<file path="src/hw/rtl/rss_pkg.sv">
// ----------------------------------------------------------------------------
// rss_pkg: running sample statistics shared definitions
// Widths, register indexes, datapath op codes and the microcode program
// that sequences one timed sample through the shared multiplier and dividers.
// ----------------------------------------------------------------------------
`default_nettype none

package rss_pkg;

   // Field widths
   localparam int SAMPLE_W  = 32;
   localparam int LABEL_W   = 16;
   localparam int STAT_W    = 32;
   localparam int WIDE_W    = 64;
   localparam int WARM_W    = 10;
   localparam int TIMED_W   = 16;
   localparam int WIDX_W    = WARM_W + 1;
   localparam int CSR_W     = 16;
   localparam int RSP_DATA_W = LABEL_W + 4 * STAT_W + WIDE_W;

   // Register reset values
   localparam logic [WARM_W-1:0]  WARM_UP_RESET = WARM_W'(100);
   localparam logic [TIMED_W-1:0] TIMED_RESET   = TIMED_W'(1000);

   // Register indexes
   localparam logic CSR_WARM_UP = 1'b0;
   localparam logic CSR_TIMED   = 1'b1;

   // Divider: 64-bit dividend, 32-bit divisor, one quotient bit per step
   localparam int DIVIDEND_W = 64;
   localparam int DIVISOR_W  = 32;
   localparam int DIV_STEPS  = DIVIDEND_W;
   localparam int LOOP_W     = $clog2(DIV_STEPS);

   // Microcode program counter
   localparam int PC_W = 4;
   localparam logic [PC_W-1:0] STEP_DIV = PC_W'(8);

   typedef enum logic [2:0] {
      MUL_NONE,
      MUL_SMP_SQ,
      MUL_I_SQLO,
      MUL_I_SQHI,
      MUL_SUM_LL,
      MUL_SUM_LH,
      MUL_I_IM1
   } mul_op_type;

   typedef enum logic [2:0] {
      ACC_NONE,
      ACC_SQ_ADD,
      ACC_LOAD,
      ACC_ADD_HI,
      ACC_SUB,
      ACC_SUB_X2
   } acc_op_type;

   typedef enum logic [1:0] {
      SEQ_NEXT,
      SEQ_LOOP,
      SEQ_EMIT
   } seq_op_type;

   typedef struct packed {
      mul_op_type      mul_op;
      acc_op_type      acc_op;
      logic            div_load;
      logic            div_step;
      logic            loop_load;
      seq_op_type      seq_op;
      logic [PC_W-1:0] target;
   } ucode_word_type;

   typedef struct packed {
      logic load;
      logic step;
   } div_ctrl_type;

   // Control store. Numerator is built as i*sumsq - sum*sum modulo 2^64
   // from 32x32 partial products; both divisions then run side by side.
   function automatic ucode_word_type rom_word(input logic [PC_W-1:0] pc);
      ucode_word_type w;
      w = '{mul_op: MUL_NONE, acc_op: ACC_NONE, div_load: 1'b0, div_step: 1'b0,
            loop_load: 1'b0, seq_op: SEQ_NEXT, target: '0};
      unique case (pc)
         PC_W'(0): w.mul_op = MUL_SMP_SQ;
         PC_W'(1): w.acc_op = ACC_SQ_ADD;
         PC_W'(2): w.mul_op = MUL_I_SQLO;
         PC_W'(3): begin
            w.mul_op = MUL_I_SQHI;
            w.acc_op = ACC_LOAD;
         end
         PC_W'(4): begin
            w.mul_op = MUL_SUM_LL;
            w.acc_op = ACC_ADD_HI;
         end
         PC_W'(5): begin
            w.mul_op = MUL_SUM_LH;
            w.acc_op = ACC_SUB;
         end
         PC_W'(6): begin
            w.mul_op = MUL_I_IM1;
            w.acc_op = ACC_SUB_X2;
         end
         PC_W'(7): begin
            w.div_load  = 1'b1;
            w.loop_load = 1'b1;
         end
         STEP_DIV: begin
            w.div_step = 1'b1;
            w.seq_op   = SEQ_LOOP;
            w.target   = STEP_DIV;
         end
         default: w.seq_op = SEQ_EMIT;
      endcase
      return w;
   endfunction

endpackage

`default_nettype wire

</file>
<file path="src/hw/rtl/rss_div.sv">
// ----------------------------------------------------------------------------
// rss_div: bit-serial restoring divider
// Unsigned 64 by 32 division, one quotient bit per step; the caller counts
// the steps. Quotient is valid after DIV_STEPS steps following a load.
// ----------------------------------------------------------------------------
`default_nettype none

module rss_div (
   input  wire logic                               clock,
   input  wire rss_pkg::div_ctrl_type              ctrl,
   input  wire logic [rss_pkg::DIVIDEND_W-1:0]     dividend,
   input  wire logic [rss_pkg::DIVISOR_W-1:0]      divisor,
   output logic      [rss_pkg::DIVIDEND_W-1:0]     quotient
);

   logic [rss_pkg::DIVISOR_W-1:0]  rem_ff, rem_in;
   logic [rss_pkg::DIVIDEND_W-1:0] quo_ff, quo_in;
   logic [rss_pkg::DIVISOR_W-1:0]  dsr_ff;
   logic [rss_pkg::DIVISOR_W:0]    trial;
   logic [rss_pkg::DIVISOR_W+1:0]  diff;
   logic                           fits;

   // One restoring step: shift in next dividend bit, subtract if it fits
   always_comb begin
      trial  = {rem_ff, quo_ff[rss_pkg::DIVIDEND_W-1]};
      diff   = {1'b0, trial} - {2'b00, dsr_ff};
      fits   = ~diff[rss_pkg::DIVISOR_W+1];
      rem_in = fits ? diff[rss_pkg::DIVISOR_W-1:0] : trial[rss_pkg::DIVISOR_W-1:0];
      quo_in = {quo_ff[rss_pkg::DIVIDEND_W-2:0], fits};
   end

   always_ff @(posedge clock) begin
      if (ctrl.load) begin
         rem_ff <= '0;
         quo_ff <= dividend;
         dsr_ff <= divisor;
      end else if (ctrl.step) begin
         rem_ff <= rem_in;
         quo_ff <= quo_in;
      end
   end

   assign quotient = quo_ff;

endmodule

`default_nettype wire

</file>
<file path="src/hw/rtl/running_sample_statistics_top.sv">
// A timed item holds the input until its microcode program, including the
// 64-step bit-serial divider loop, has run and its result is loaded into
// the output register; the next item is accepted in the cycle after that
// result is loaded. Warm-up items are taken one per cycle.
// Reset (synchronous, active high) clears all statistics and the experiment
// number and loads the registers with warm-up 100 and timed count 1000.
// ----------------------------------------------------------------------------
// running_sample_statistics_top: running mean, variance, minimum, maximum
// Microcoded sequencer over a shared 32x32 multiplier, a 64-bit accumulator
// and two bit-serial dividers (variance and average run side by side).
// ----------------------------------------------------------------------------
`default_nettype none

module running_sample_statistics_top (
   input  wire logic                               clock,
   input  wire logic                               reset,
   // item in
   input  wire logic                               req_tvalid,
   output logic                                    req_tready,
   input  wire logic [rss_pkg::SAMPLE_W-1:0]       req_tdata,   // [31:0] sample
   // item out
   output logic                                    rsp_tvalid,
   input  wire logic                               rsp_tready,
   // [15:0] label, [47:16] current, [79:48] average, [111:80] minimum,
   // [143:112] maximum, [207:144] variance
   output logic      [rss_pkg::RSP_DATA_W-1:0]     rsp_tdata,
   output logic                                    rsp_tlast,   // last
   // register writes
   input  wire logic                               csr_we,
   input  wire logic                               csr_index,
   input  wire logic [rss_pkg::CSR_W-1:0]          csr_wdata
);

   localparam int SW = rss_pkg::SAMPLE_W;
   localparam int WW = rss_pkg::WIDE_W;
   localparam int HW = rss_pkg::WIDE_W / 2;

   // configuration
   logic [rss_pkg::WARM_W-1:0]  warm_cnt_ff, warm_cnt_in;
   logic [rss_pkg::TIMED_W-1:0] timed_cnt_ff, timed_cnt_in;

   // experiment state
   logic [WW-1:0]               sum_ff, sum_in;
   logic [WW-1:0]               sumsq_ff, sumsq_in;
   logic [SW-1:0]               least_ff, least_in;
   logic [SW-1:0]               largest_ff, largest_in;
   logic [rss_pkg::TIMED_W-1:0] ti_ff, ti_in;
   logic [rss_pkg::WIDX_W-1:0]  wi_ff, wi_in;
   logic [rss_pkg::LABEL_W-1:0] exp_ff, exp_in;

   // sequencer
   logic                        busy_ff, busy_in;
   logic [rss_pkg::PC_W-1:0]    pc_ff, pc_in;
   logic [rss_pkg::LOOP_W-1:0]  loop_ff, loop_in;
   rss_pkg::ucode_word_type     cw;

   // datapath
   logic [SW-1:0]               smp_ff, smp_in;
   logic                        fin_ff, fin_in;
   logic [WW-1:0]               prod_ff, prod_in;
   logic [WW-1:0]               acc_ff, acc_in;
   logic [HW-1:0]               mul_a, mul_b;
   logic [SW-1:0]               smp;
   logic [rss_pkg::TIMED_W-1:0] ti_next;
   logic                        req_acc;
   logic                        rsp_free;

   // dividers
   rss_pkg::div_ctrl_type       div_ctrl;
   logic [WW-1:0]               quo_var, quo_avg;

   // output register
   logic                        rsp_valid_ff, rsp_valid_in;
   logic [rss_pkg::LABEL_W-1:0] rsp_label_ff, rsp_label_in;
   logic [SW-1:0]               rsp_cur_ff, rsp_cur_in;
   logic [rss_pkg::STAT_W-1:0]  rsp_avg_ff, rsp_avg_in;
   logic [rss_pkg::STAT_W-1:0]  rsp_min_ff, rsp_min_in;
   logic [rss_pkg::STAT_W-1:0]  rsp_max_ff, rsp_max_in;
   logic [WW-1:0]               rsp_var_ff, rsp_var_in;
   logic                        rsp_last_ff, rsp_last_in;

   assign cw         = rss_pkg::rom_word(pc_ff);
   assign req_tready = ~busy_ff;
   assign req_acc    = req_tvalid & ~busy_ff;
   assign rsp_free   = ~rsp_valid_ff | rsp_tready;
   assign smp        = req_tdata[SW-1:0];
   assign ti_next    = ti_ff + rss_pkg::TIMED_W'(1);

   // Multiplier operand select
   always_comb begin
      mul_a = '0;
      mul_b = '0;
      case (cw.mul_op)
         rss_pkg::MUL_SMP_SQ: begin
            mul_a = smp_ff;
            mul_b = smp_ff;
         end
         rss_pkg::MUL_I_SQLO: begin
            mul_a = HW'(ti_ff);
            mul_b = sumsq_ff[HW-1:0];
         end
         rss_pkg::MUL_I_SQHI: begin
            mul_a = HW'(ti_ff);
            mul_b = sumsq_ff[WW-1:HW];
         end
         rss_pkg::MUL_SUM_LL: begin
            mul_a = sum_ff[HW-1:0];
            mul_b = sum_ff[HW-1:0];
         end
         rss_pkg::MUL_SUM_LH: begin
            mul_a = sum_ff[HW-1:0];
            mul_b = sum_ff[WW-1:HW];
         end
         rss_pkg::MUL_I_IM1: begin
            mul_a = HW'(ti_ff);
            mul_b = HW'(ti_ff - rss_pkg::TIMED_W'(1));
         end
         default: ;
      endcase
   end

   // Next-state logic
   always_comb begin
      warm_cnt_in  = warm_cnt_ff;
      timed_cnt_in = timed_cnt_ff;
      sum_in       = sum_ff;
      sumsq_in     = sumsq_ff;
      least_in     = least_ff;
      largest_in   = largest_ff;
      ti_in        = ti_ff;
      wi_in        = wi_ff;
      exp_in       = exp_ff;
      busy_in      = busy_ff;
      pc_in        = pc_ff;
      loop_in      = loop_ff;
      smp_in       = smp_ff;
      fin_in       = fin_ff;
      prod_in      = prod_ff;
      acc_in       = acc_ff;
      rsp_valid_in = rsp_valid_ff;
      rsp_label_in = rsp_label_ff;
      rsp_cur_in   = rsp_cur_ff;
      rsp_avg_in   = rsp_avg_ff;
      rsp_min_in   = rsp_min_ff;
      rsp_max_in   = rsp_max_ff;
      rsp_var_in   = rsp_var_ff;
      rsp_last_in  = rsp_last_ff;

      // register writes
      if (csr_we) begin
         unique case (csr_index)
            rss_pkg::CSR_WARM_UP: warm_cnt_in  = csr_wdata[rss_pkg::WARM_W-1:0];
            rss_pkg::CSR_TIMED:   timed_cnt_in = csr_wdata[rss_pkg::TIMED_W-1:0];
         endcase
      end

      // output register drains
      if (rsp_valid_ff && rsp_tready) begin
         rsp_valid_in = 1'b0;
      end

      // accept: warm-up items finish here, timed items start the program
      if (req_acc) begin
         if (wi_ff <= {1'b0, warm_cnt_ff}) begin
            if (wi_ff == '0 || smp < least_ff) begin
               least_in = smp;
            end
            wi_in = wi_ff + rss_pkg::WIDX_W'(1);
         end else begin
            ti_in  = ti_next;
            sum_in = sum_ff + WW'(smp);
            if (smp > largest_ff) begin
               largest_in = smp;
            end
            if (smp < least_ff) begin
               least_in = smp;
            end
            smp_in  = smp;
            fin_in  = (ti_next >= timed_cnt_ff);
            busy_in = 1'b1;
            pc_in   = '0;
         end
      end

      // microcode step
      if (busy_ff) begin
         if (cw.mul_op != rss_pkg::MUL_NONE) begin
            prod_in = WW'(mul_a) * WW'(mul_b);
         end

         case (cw.acc_op)
            rss_pkg::ACC_SQ_ADD: sumsq_in = sumsq_ff + prod_ff;
            rss_pkg::ACC_LOAD:   acc_in   = prod_ff;
            rss_pkg::ACC_ADD_HI: acc_in   = acc_ff + {prod_ff[HW-1:0], {HW{1'b0}}};
            rss_pkg::ACC_SUB:    acc_in   = acc_ff - prod_ff;
            // cross term 2*lo*hi shifted up by 32
            rss_pkg::ACC_SUB_X2: acc_in   = acc_ff - {prod_ff[HW-2:0], {(HW+1){1'b0}}};
            default: ;
         endcase

         if (cw.loop_load) begin
            loop_in = rss_pkg::LOOP_W'(rss_pkg::DIV_STEPS - 1);
         end

         unique case (cw.seq_op)
            rss_pkg::SEQ_NEXT: pc_in = pc_ff + rss_pkg::PC_W'(1);
            rss_pkg::SEQ_LOOP: begin
               if (loop_ff != '0) begin
                  loop_in = loop_ff - rss_pkg::LOOP_W'(1);
                  pc_in   = cw.target;
               end else begin
                  pc_in = pc_ff + rss_pkg::PC_W'(1);
               end
            end
            rss_pkg::SEQ_EMIT: begin
               if (rsp_free) begin
                  rsp_valid_in = 1'b1;
                  rsp_label_in = fin_ff ? exp_ff : ti_ff;
                  rsp_cur_in   = smp_ff;
                  rsp_avg_in   = (ti_ff == '0) ? '0 : quo_avg[rss_pkg::STAT_W-1:0];
                  rsp_min_in   = least_ff;
                  rsp_max_in   = largest_ff;
                  rsp_var_in   = (ti_ff >= rss_pkg::TIMED_W'(2)) ? quo_var : '0;
                  rsp_last_in  = fin_ff;
                  busy_in      = 1'b0;
                  // end of experiment: clear and advance
                  if (fin_ff) begin
                     sum_in     = '0;
                     sumsq_in   = '0;
                     least_in   = '0;
                     largest_in = '0;
                     ti_in      = '0;
                     wi_in      = '0;
                     exp_in     = exp_ff + rss_pkg::LABEL_W'(1);
                  end
               end
            end
            default: ;
         endcase
      end
   end

   always_ff @(posedge clock) begin
      if (reset) begin
         warm_cnt_ff  <= rss_pkg::WARM_UP_RESET;
         timed_cnt_ff <= rss_pkg::TIMED_RESET;
         sum_ff       <= '0;
         sumsq_ff     <= '0;
         least_ff     <= '0;
         largest_ff   <= '0;
         ti_ff        <= '0;
         wi_ff        <= '0;
         exp_ff       <= '0;
         busy_ff      <= 1'b0;
         pc_ff        <= '0;
         rsp_valid_ff <= 1'b0;
      end else begin
         warm_cnt_ff  <= warm_cnt_in;
         timed_cnt_ff <= timed_cnt_in;
         sum_ff       <= sum_in;
         sumsq_ff     <= sumsq_in;
         least_ff     <= least_in;
         largest_ff   <= largest_in;
         ti_ff        <= ti_in;
         wi_ff        <= wi_in;
         exp_ff       <= exp_in;
         busy_ff      <= busy_in;
         pc_ff        <= pc_in;
         rsp_valid_ff <= rsp_valid_in;
      end
   end

   // payload registers
   always_ff @(posedge clock) begin
      loop_ff      <= loop_in;
      smp_ff       <= smp_in;
      fin_ff       <= fin_in;
      prod_ff      <= prod_in;
      acc_ff       <= acc_in;
      rsp_label_ff <= rsp_label_in;
      rsp_cur_ff   <= rsp_cur_in;
      rsp_avg_ff   <= rsp_avg_in;
      rsp_min_ff   <= rsp_min_in;
      rsp_max_ff   <= rsp_max_in;
      rsp_var_ff   <= rsp_var_in;
      rsp_last_ff  <= rsp_last_in;
   end

   // Dividers: variance numerator / i*(i-1), and running sum / i
   assign div_ctrl.load = busy_ff & cw.div_load;
   assign div_ctrl.step = busy_ff & cw.div_step;

   rss_div u_div_var (
      .clock    (clock),
      .ctrl     (div_ctrl),
      .dividend (acc_ff),
      .divisor  (prod_ff[rss_pkg::DIVISOR_W-1:0]),
      .quotient (quo_var)
   );

   rss_div u_div_avg (
      .clock    (clock),
      .ctrl     (div_ctrl),
      .dividend (sum_ff),
      .divisor  (rss_pkg::DIVISOR_W'(ti_ff)),
      .quotient (quo_avg)
   );

   assign rsp_tvalid = rsp_valid_ff;
   assign rsp_tdata  = {rsp_var_ff, rsp_max_ff, rsp_min_ff, rsp_avg_ff, rsp_cur_ff,
                        rsp_label_ff};
   assign rsp_tlast  = rsp_last_ff;

endmodule

`default_nettype wire

</file>
<file path="config.mk">
export PLATFORM = sky130hd
export DESIGN_NAME = running_sample_statistics_top
export DESIGN_NICKNAME = d
export VERILOG_FILES = /design/src/hw/rtl/rss_pkg.sv /design/src/hw/rtl/rss_div.sv /design/src/hw/rtl/running_sample_statistics_top.sv
export SDC_FILE = /design/constraint.sdc
export NUM_CORES = 2
export LEC_CHECK = 0
export ABC_AREA = 1
export BUFFER_PORTS_ARGS = -buffer_cell sky130_fd_sc_hd__buf_2
export CAP_MARGIN = 40
export CORE_ASPECT_RATIO = 1.2
export CORE_MARGIN = 3
export CORE_UTILIZATION = 23
export CTS_BUF_LIST = sky130_fd_sc_hd__clkbuf_8
export CTS_CLUSTER_DIAMETER = 50
export CTS_CLUSTER_SIZE = 30
export DETAILED_ROUTE_END_ITERATION = 7
export PLACE_DENSITY = 0.48
export SLEW_MARGIN = 30
export SYNTH_ARGS = -nofsm -noshare
export SYNTH_HDL_FRONTEND = slang
export SYNTH_HIERARCHICAL = 1
export SYNTH_SLANG_ARGS = --single-unit
export TNS_END_PERCENT = 1
</file>
<file path="constraint.sdc">
create_clock -name clock -period 13.3 [get_ports clock]
set_input_delay 0.665 -clock clock [delete_from_list [all_inputs] [get_ports clock]]
set_output_delay 0.665 -clock clock [all_outputs]
set_load 0.02 [all_outputs]
</file>
Word-level counts from Yosys, hierarchy flattened
Cells that the tools add are included.
{"block": "classes", "addsub": 13, "mul": 1, "n_lt_le_gt_ge": 5, "eq_ne": 21, "mux": 70, "bitwise_logic": 10, "n_reduce_logical": 20}
{"cell": "two-way mux 64 bit", "count": 14}
{"cell": "two-way mux 32 bit", "count": 17}
{"cell": "one-hot mux 64 bit (4 select lines)", "count": 1}
{"cell": "one-hot mux 32 bit (6 select lines)", "count": 1}
{"cell": "adder 64 bit", "count": 2}
{"cell": "subtractor 64 bit", "count": 2}
{"cell": "two-way mux 16 bit", "count": 7}
{"cell": "one-hot mux 32 bit (3 select lines)", "count": 1}
{"cell": "two-way mux 11 bit", "count": 6}
{"cell": "adder 64 x 32 -> 64 bit", "count": 1}
{"cell": "multiplier 32 x 32 -> 64 bit", "count": 1}
{"cell": "subtractor 33 x 16 -> 34 bit", "count": 1}
{"cell": "subtractor 33 x 32 -> 34 bit", "count": 1}
{"cell": "adder 16 x 1 -> 16 bit, second input constant", "count": 2}
{"cell": "greater-than comparator 32 bit", "count": 1}
{"cell": "< comparator 32 bit", "count": 1}
{"cell": "two-way mux 4 bit", "count": 5}
{"cell": "two-way mux 6 bit", "count": 3}
{"cell": "one-hot mux 3 bit (6 select lines)", "count": 1}
{"cell": "subtractor 16 x 1 -> 17 bit, second input constant", "count": 1}
{"cell": "== test 4 x 3 -> 1 bit, second input constant", "count": 4}
{"cell": "greater-or-equal comparator 16 bit", "count": 1}
{"cell": "greater-or-equal comparator 16 x 2 -> 1 bit, second input constant", "count": 1}
{"cell": "zero test 16 bit", "count": 1}
{"cell": "34 further kinds", "count": 64}
{"block": "totals", "ff_bits": 883, "out_inout_bits": 211}

Longest topological paths before layout
{"block": "logic_depth", "word_depth": 9, "ltp_mapped": 47, "mapped_depth_nobuf": 47}

Cells and area by module
Netlist, hierarchy kept.
{"module": "running_sample_statistics_top", "n_inst": 1, "cells_each": 11067, "area_per_inst_um2": 80290.8}
{"module": "rss_div", "n_inst": 2, "cells_each": 1098, "area_per_inst_um2": 8050.2}

Worst setup path after synthesis
No wires, ideal clock.
{"block": "synth_path", "path_kind": "register to register", "from": "register pc_ff[0] (netlist bit)", "to": "register rsp_avg_ff[0] (netlist bit), enable pin", "setup_time_ns": 0.782, "t_arrival_ns": 10.153, "required_time_ns": 12.518, "path_slack_ns": 2.366, "path_stages_with_launch": 9, "path_cell_list": "dfxtp_1 -> inv_1 -> ha_1 -> o21ai_1 -> ha_1 -> nand2_1 -> nor2_1 -> nand2_1 -> nor2_1"}
{"block": "synth_between", "elab_chain_len": 5}
{"element": "start, declared", "line_no": "running_sample_statistics_top.sv:53", "text": "logic [rss_pkg::PC_W-1:0] pc_ff, pc_in;"}
{"element": "start signal, assigned", "line_no": "running_sample_statistics_top.sv:268", "text": "pc_ff <= pc_in;"}
{"element": "== test 4 x 3 -> 1 bit, or another cell as far along", "line_no": "rss_pkg.sv:85", "text": "unique case (pc)"}
{"element": "OR reduction 8 bit (no source line)"}
{"element": "one-hot mux 2 bit (2 select lines) (*)", "line_no": "rss_pkg.sv:85"}
{"element": "== test 2 bit (*)", "line_no": "running_sample_statistics_top.sv:205", "text": "unique case (cw.seq_op)"}
{"element": "AND reduction 3 bit (no source line) (*)"}
{"element": "end signal, assigned", "line_no": "running_sample_statistics_top.sv:282", "text": "rsp_avg_ff <= rsp_avg_in;"}
{"element": "end, declared", "line_no": "running_sample_statistics_top.sv:76", "text": "logic [rss_pkg::STAT_W-1:0] rsp_avg_ff, rsp_avg_in;"}
Mark *: on every way between the ends. The rest lies on a longest branch, timed or not.
A chain may end at the register's enable or synchronous reset.

Worst setup path after layout
{"block": "layout_path", "from": "register pc_ff[0] (netlist bit)", "to": "register prod_ff[51] (data pin)"}
{"block": "layout_between", "elab_chain_len": 6}
{"element": "== test 4 x 3 -> 1 bit, or another cell as far along", "line_no": "rss_pkg.sv:85"}
{"element": "one-hot mux 3 bit (6 select lines) (*)", "line_no": "rss_pkg.sv:85"}
{"element": "== test 3 bit / == test 3 x 2 -> 1 bit (equally long branches)", "line_no": "running_sample_statistics_top.sv:93", "text": "case (cw.mul_op)"}
{"element": "OR reduction 3 bit (no source line) / OR reduction 2 bit (equally long branches)"}
{"element": "one-hot mux 32 bit (3 select lines)", "line_no": "running_sample_statistics_top.sv:93"}
{"element": "multiplier 32 x 32 -> 64 bit (*)", "line_no": "running_sample_statistics_top.sv:188", "text": "prod_in = WW'(mul_a) * WW'(mul_b);"}
{"element": "end signal, assigned", "line_no": "running_sample_statistics_top.sv:278", "text": "prod_ff <= prod_in;"}
{"element": "end, declared", "line_no": "running_sample_statistics_top.sv:60", "text": "logic [WW-1:0] prod_ff, prod_in;"}
Marked as above.

==> results.yml <==
placed_design:
  place_hpwl_mm: 331
  preCtsSetupSlack_ns: 2.12
  gp_congestion: 0.970
  placed_area_um2: 104000
  port-buffer-count: 264
worst_hold_path:
  hold_path.startpoint: "req_tdata[16]"
  hold_depth: 1
  hp-class: "in2reg"
  min_delay_worst_endpoint: "smp_ff[16]"
synth:
  syn_area_um2: 96400
  synth_top_area_share_pct: 18.8
  synth-edff-count: 568
  ys_ff_latch: 899
  seq_area_frac_synth_pct: 24.6
  syn_area_per_cell_um2: 7.27
  netlist_instances: 13300
  synthDistinctLibCells: 66
  yosysWarnings: 6
  synth-async-reset-ratio_pct: 0
  synth.area.top_cells: "fa_1 (19%), edfxtp_1 (18%), nand2_1 (14%), inv_1 (10%), ha_1 (8.4%)"
  yosysTopAreaCell: "fa_1"
  synth-main-ff-cell: "edfxtp_1"
worst_setup_path:
  reg2reg_to: "prod_ff[51]"
  timing.reg2reg.setup_slack_ns: 1.88
  reg2reg_depth: 35
  cp_slowest_cell: "inv_1"
  startpoint_type: "register"
  worstPathRequired_ns: 13.85
  cp-end-kind: "register"
  arrival_ns: 11.97
  cp_max_fo: 17
  crit_family: "adder cells"
  slowest_delay_ns: 0.87
  crit_top_cell: "fa_1"
  crit_type: "reg2reg"
  rr_startpoint: "pc_ff[0]"
  crit_buf_inv: 9
cells_and_area:
  fin_nets: 15100
  fin_area_um2: 108000
  fin_util_pct: 26.0
  area_growth_pct: 12.4
  drive_above_1_share_pct: 6.62
floorplanning:
  core_region_area_um2: 416000
  design.portCount: 265
  die_width_um: 597
  start_util_pct: 23.2
  rows: 259
  die_h_um: 715
  die_area_um2: 427000
clock_network:
  cts-resized-gates: 0
  cts_tree: "done"
  holdBufCountCts: 49
  cts_max_level: 4
  numCtsBuffers: 148
  cts_root_buffer: "clkbuf_8"
  path_clk_slew_ns: 0.08
  post_cts_buffers: 0
  ctsLongestPathBuffers: 4
  clock_sinks: 899
  clk_latency_ns: 0.99
sta:
  finalCritPeriodShare_pct: 85.9
  hold_viol: 0
  fin_tns_setup_ns: 0
  grt_setup_unrepaired: "false"
  slew_headroom_pct: 36.3
  maxSlewViolCount: 0
  fmax_mhz: 87.6
  setup_viol: 0
  fin_worst_skew_ns: 0.179
  tightest_slew_ns: 0.955
  period_needed_ns: 11.42
  setup_slack_ns: 1.88
pwr:
  leakagePower_uw: 0.0523
  peakVddDrop_mv: 0.110
  power_density_nw_per_um2: 90.7
global_route:
  use_met1_pct: 23.2
  grt_first_pass_wirelength_mm: 598
  grt_max_degree: 73
  grt_use_total_pct: 18.9
  grt_pass1_vias: 88500
  overflow: 0
  antenna_found_initial: 25
  grt_use_met2_pct: 32.2
  grt.met3_usage_pct: 2.86
  grt_busiest_layer: "met2"
routing:
  vias_per_cell: 4.61
  routedWlPerCell_um: 21.6
  ant_nets: 0
  routed_wirelength_mm: 413
  vias: 88200
  drtIter0Drc: 7124
  drc: 0
  drtPass1Iterations: 6
run:
  maxCapViolCount: 0
status:
  outcome: "finished, final reports clean"
## through the flow
stage	power (µW)	hold slack, ns	std cells
2_1_floorplan	5420	0.406	13300
3_5_place_dp	6840	0.437	18800
4_1_cts	9870	0.00988	19100
6_report	9830	0.0995	19100
5_1_grt	10400	0.0428	19100
3_3_place_gp	6870	0.437	18800
## placed cells by master (no fill, tap or decap), types with 17 or more instances in the layout
master	count
dfxtp_1	331
o21ai_1	34
dlygate4sd3_1	49
xnor2_1	85
inv_8	17
xor2_1	101
nand2_1	3598
nand3_2	33
clkbuf_8	151
a21o_1	18
ha_1	649
o211ai_1	32
edfxtp_1	568
nor2_1	1427
a31oi_1	23
and2_1	32
nor4_1	22
o22ai_1	51
fa_1	903
nand3b_1	46
a211oi_1	32
buf_4	128
buf_2	264
nor3_1	99
inv_2	79
inv_1	2568
nand3_1	643
nand4_1	94
inv_6	32
o21bai_1	51
o21a_1	24
nand2_2	33
a21oi_1	763
o21ai_0	415
## power by group
part           internal, µW  switching [µW]
sequential             3090            18.7
clock                  1460            1500
combinational          1180            2580
## routing by layer
metal	share of wire (%)	up-vias
li1	-	41700
met3	6.0	837
met4	5.7	2
met1	41	42800
met2	47	2897
met5	0.0039	-
## kinds of logic (layout without fill, tap and decap cells)
| kind of cell | after synthesis | count (layout) | synth area share (%) |
|---|---|---|---|
| buffers and inverters | 3022 | 3375 | 12.1 |
| adder cells (fa/ha/maj) | 1552 | 1552 | 27.2 |
| AO/OA/AOI/OAI | 1507 | 1507 | 8.57 |
| AND/OR/NAND/NOR | 6094 | 6094 | 25.8 |
| multiplexers | 2 | 2 | 0.0208 |
| flip-flops | 899 | 899 | 24.6 |
| other | 1 | 31 | 0.00389 |
| XOR/XNOR | 186 | 186 | 1.69 |
## layout make-up
| type | count | area [µm²] |
|---|---|---|
| diodes | 15 | 37.5 |
| clock buffers | 151 | 2080 |
| clock inverters | 119 | 1370 |
| fillers | 46600 | 308000 |
| inverters | 2647 | 9950 |
| multi-input cells | 9357 | 61200 |
| flip-flops and latches | 899 | 23700 |
| well taps | 5481 | 6860 |
| repair buffers | 458 | 3140 |
## cell usage after synthesis, drive strengths merged, types with 33 or more instances
library cell	instances
nor3	107
nor2	1452
a21oi	775
buf	172
a211oi	33
fa	903
clkbuf	203
xnor2	85
nand4	94
nand2	3637
nand3	677
o22ai	51
ha	649
inv	2639
o21ai	464
xor2	101
o211ai	38
o21bai	51
edfxtp	568
dfxtp	331
nand3b	46
## registers in the layout, indices dropped and copies added (netlist names), 32 cells and up
name / flops
smp_ff: 32
sum_ff: 64
least_ff: 32
rsp_var_ff: 64
u_div_var/quotient: 64
prod_ff: 64
u_div_var/dsr_ff: 32
rsp_max_ff: 32
rsp_cur_ff: 32
sumsq_ff: 64
u_div_avg/dsr_ff: 32
u_div_avg/quotient: 64
u_div_avg/rem_ff: 32
u_div_var/rem_ff: 32
rsp_avg_ff: 32
largest_ff: 32
rsp_min_ff: 32
acc_ff: 64
## worst register-to-register path: cells and delay by family, from the launching register on
| kind | cells | cell delay, ns |
|---|---|---|
| XOR/XNOR | 1 | 0.09 |
| adder cells (fa/ha/maj) | 11 | 4.82 |
| AND/OR/NAND/NOR | 7 | 1.76 |
| buffers and inverters | 9 | 1.98 |
| flip-flops | 1 | 0.41 |
| AO/OA/AOI/OAI | 7 | 1.94 |
## how the worst max path moves through the flow
| stage | end | startpoint | slack [ns] | depth (start not counted) |
|---|---|---|---|---|
| 4_1_cts | prod_ff[45] | pc_ff[0] | 1.90 | 37 |
| 5_1_grt | prod_ff[51] | pc_ff[0] | 1.45 | 35 |
| 6_report | prod_ff[51] | pc_ff[0] | 1.88 | 35 |
| 3_3_place_gp | prod_ff[41] | pc_ff[0] | 2.27 | 37 |
| 3_5_place_dp | prod_ff[45] | pc_ff[0] | 2.12 | 37 |
| 2_1_floorplan | rsp_avg_ff[0] | pc_ff[0] | 2.37 | 8 |
Note: power is estimated with default switching activity, not from simulation.
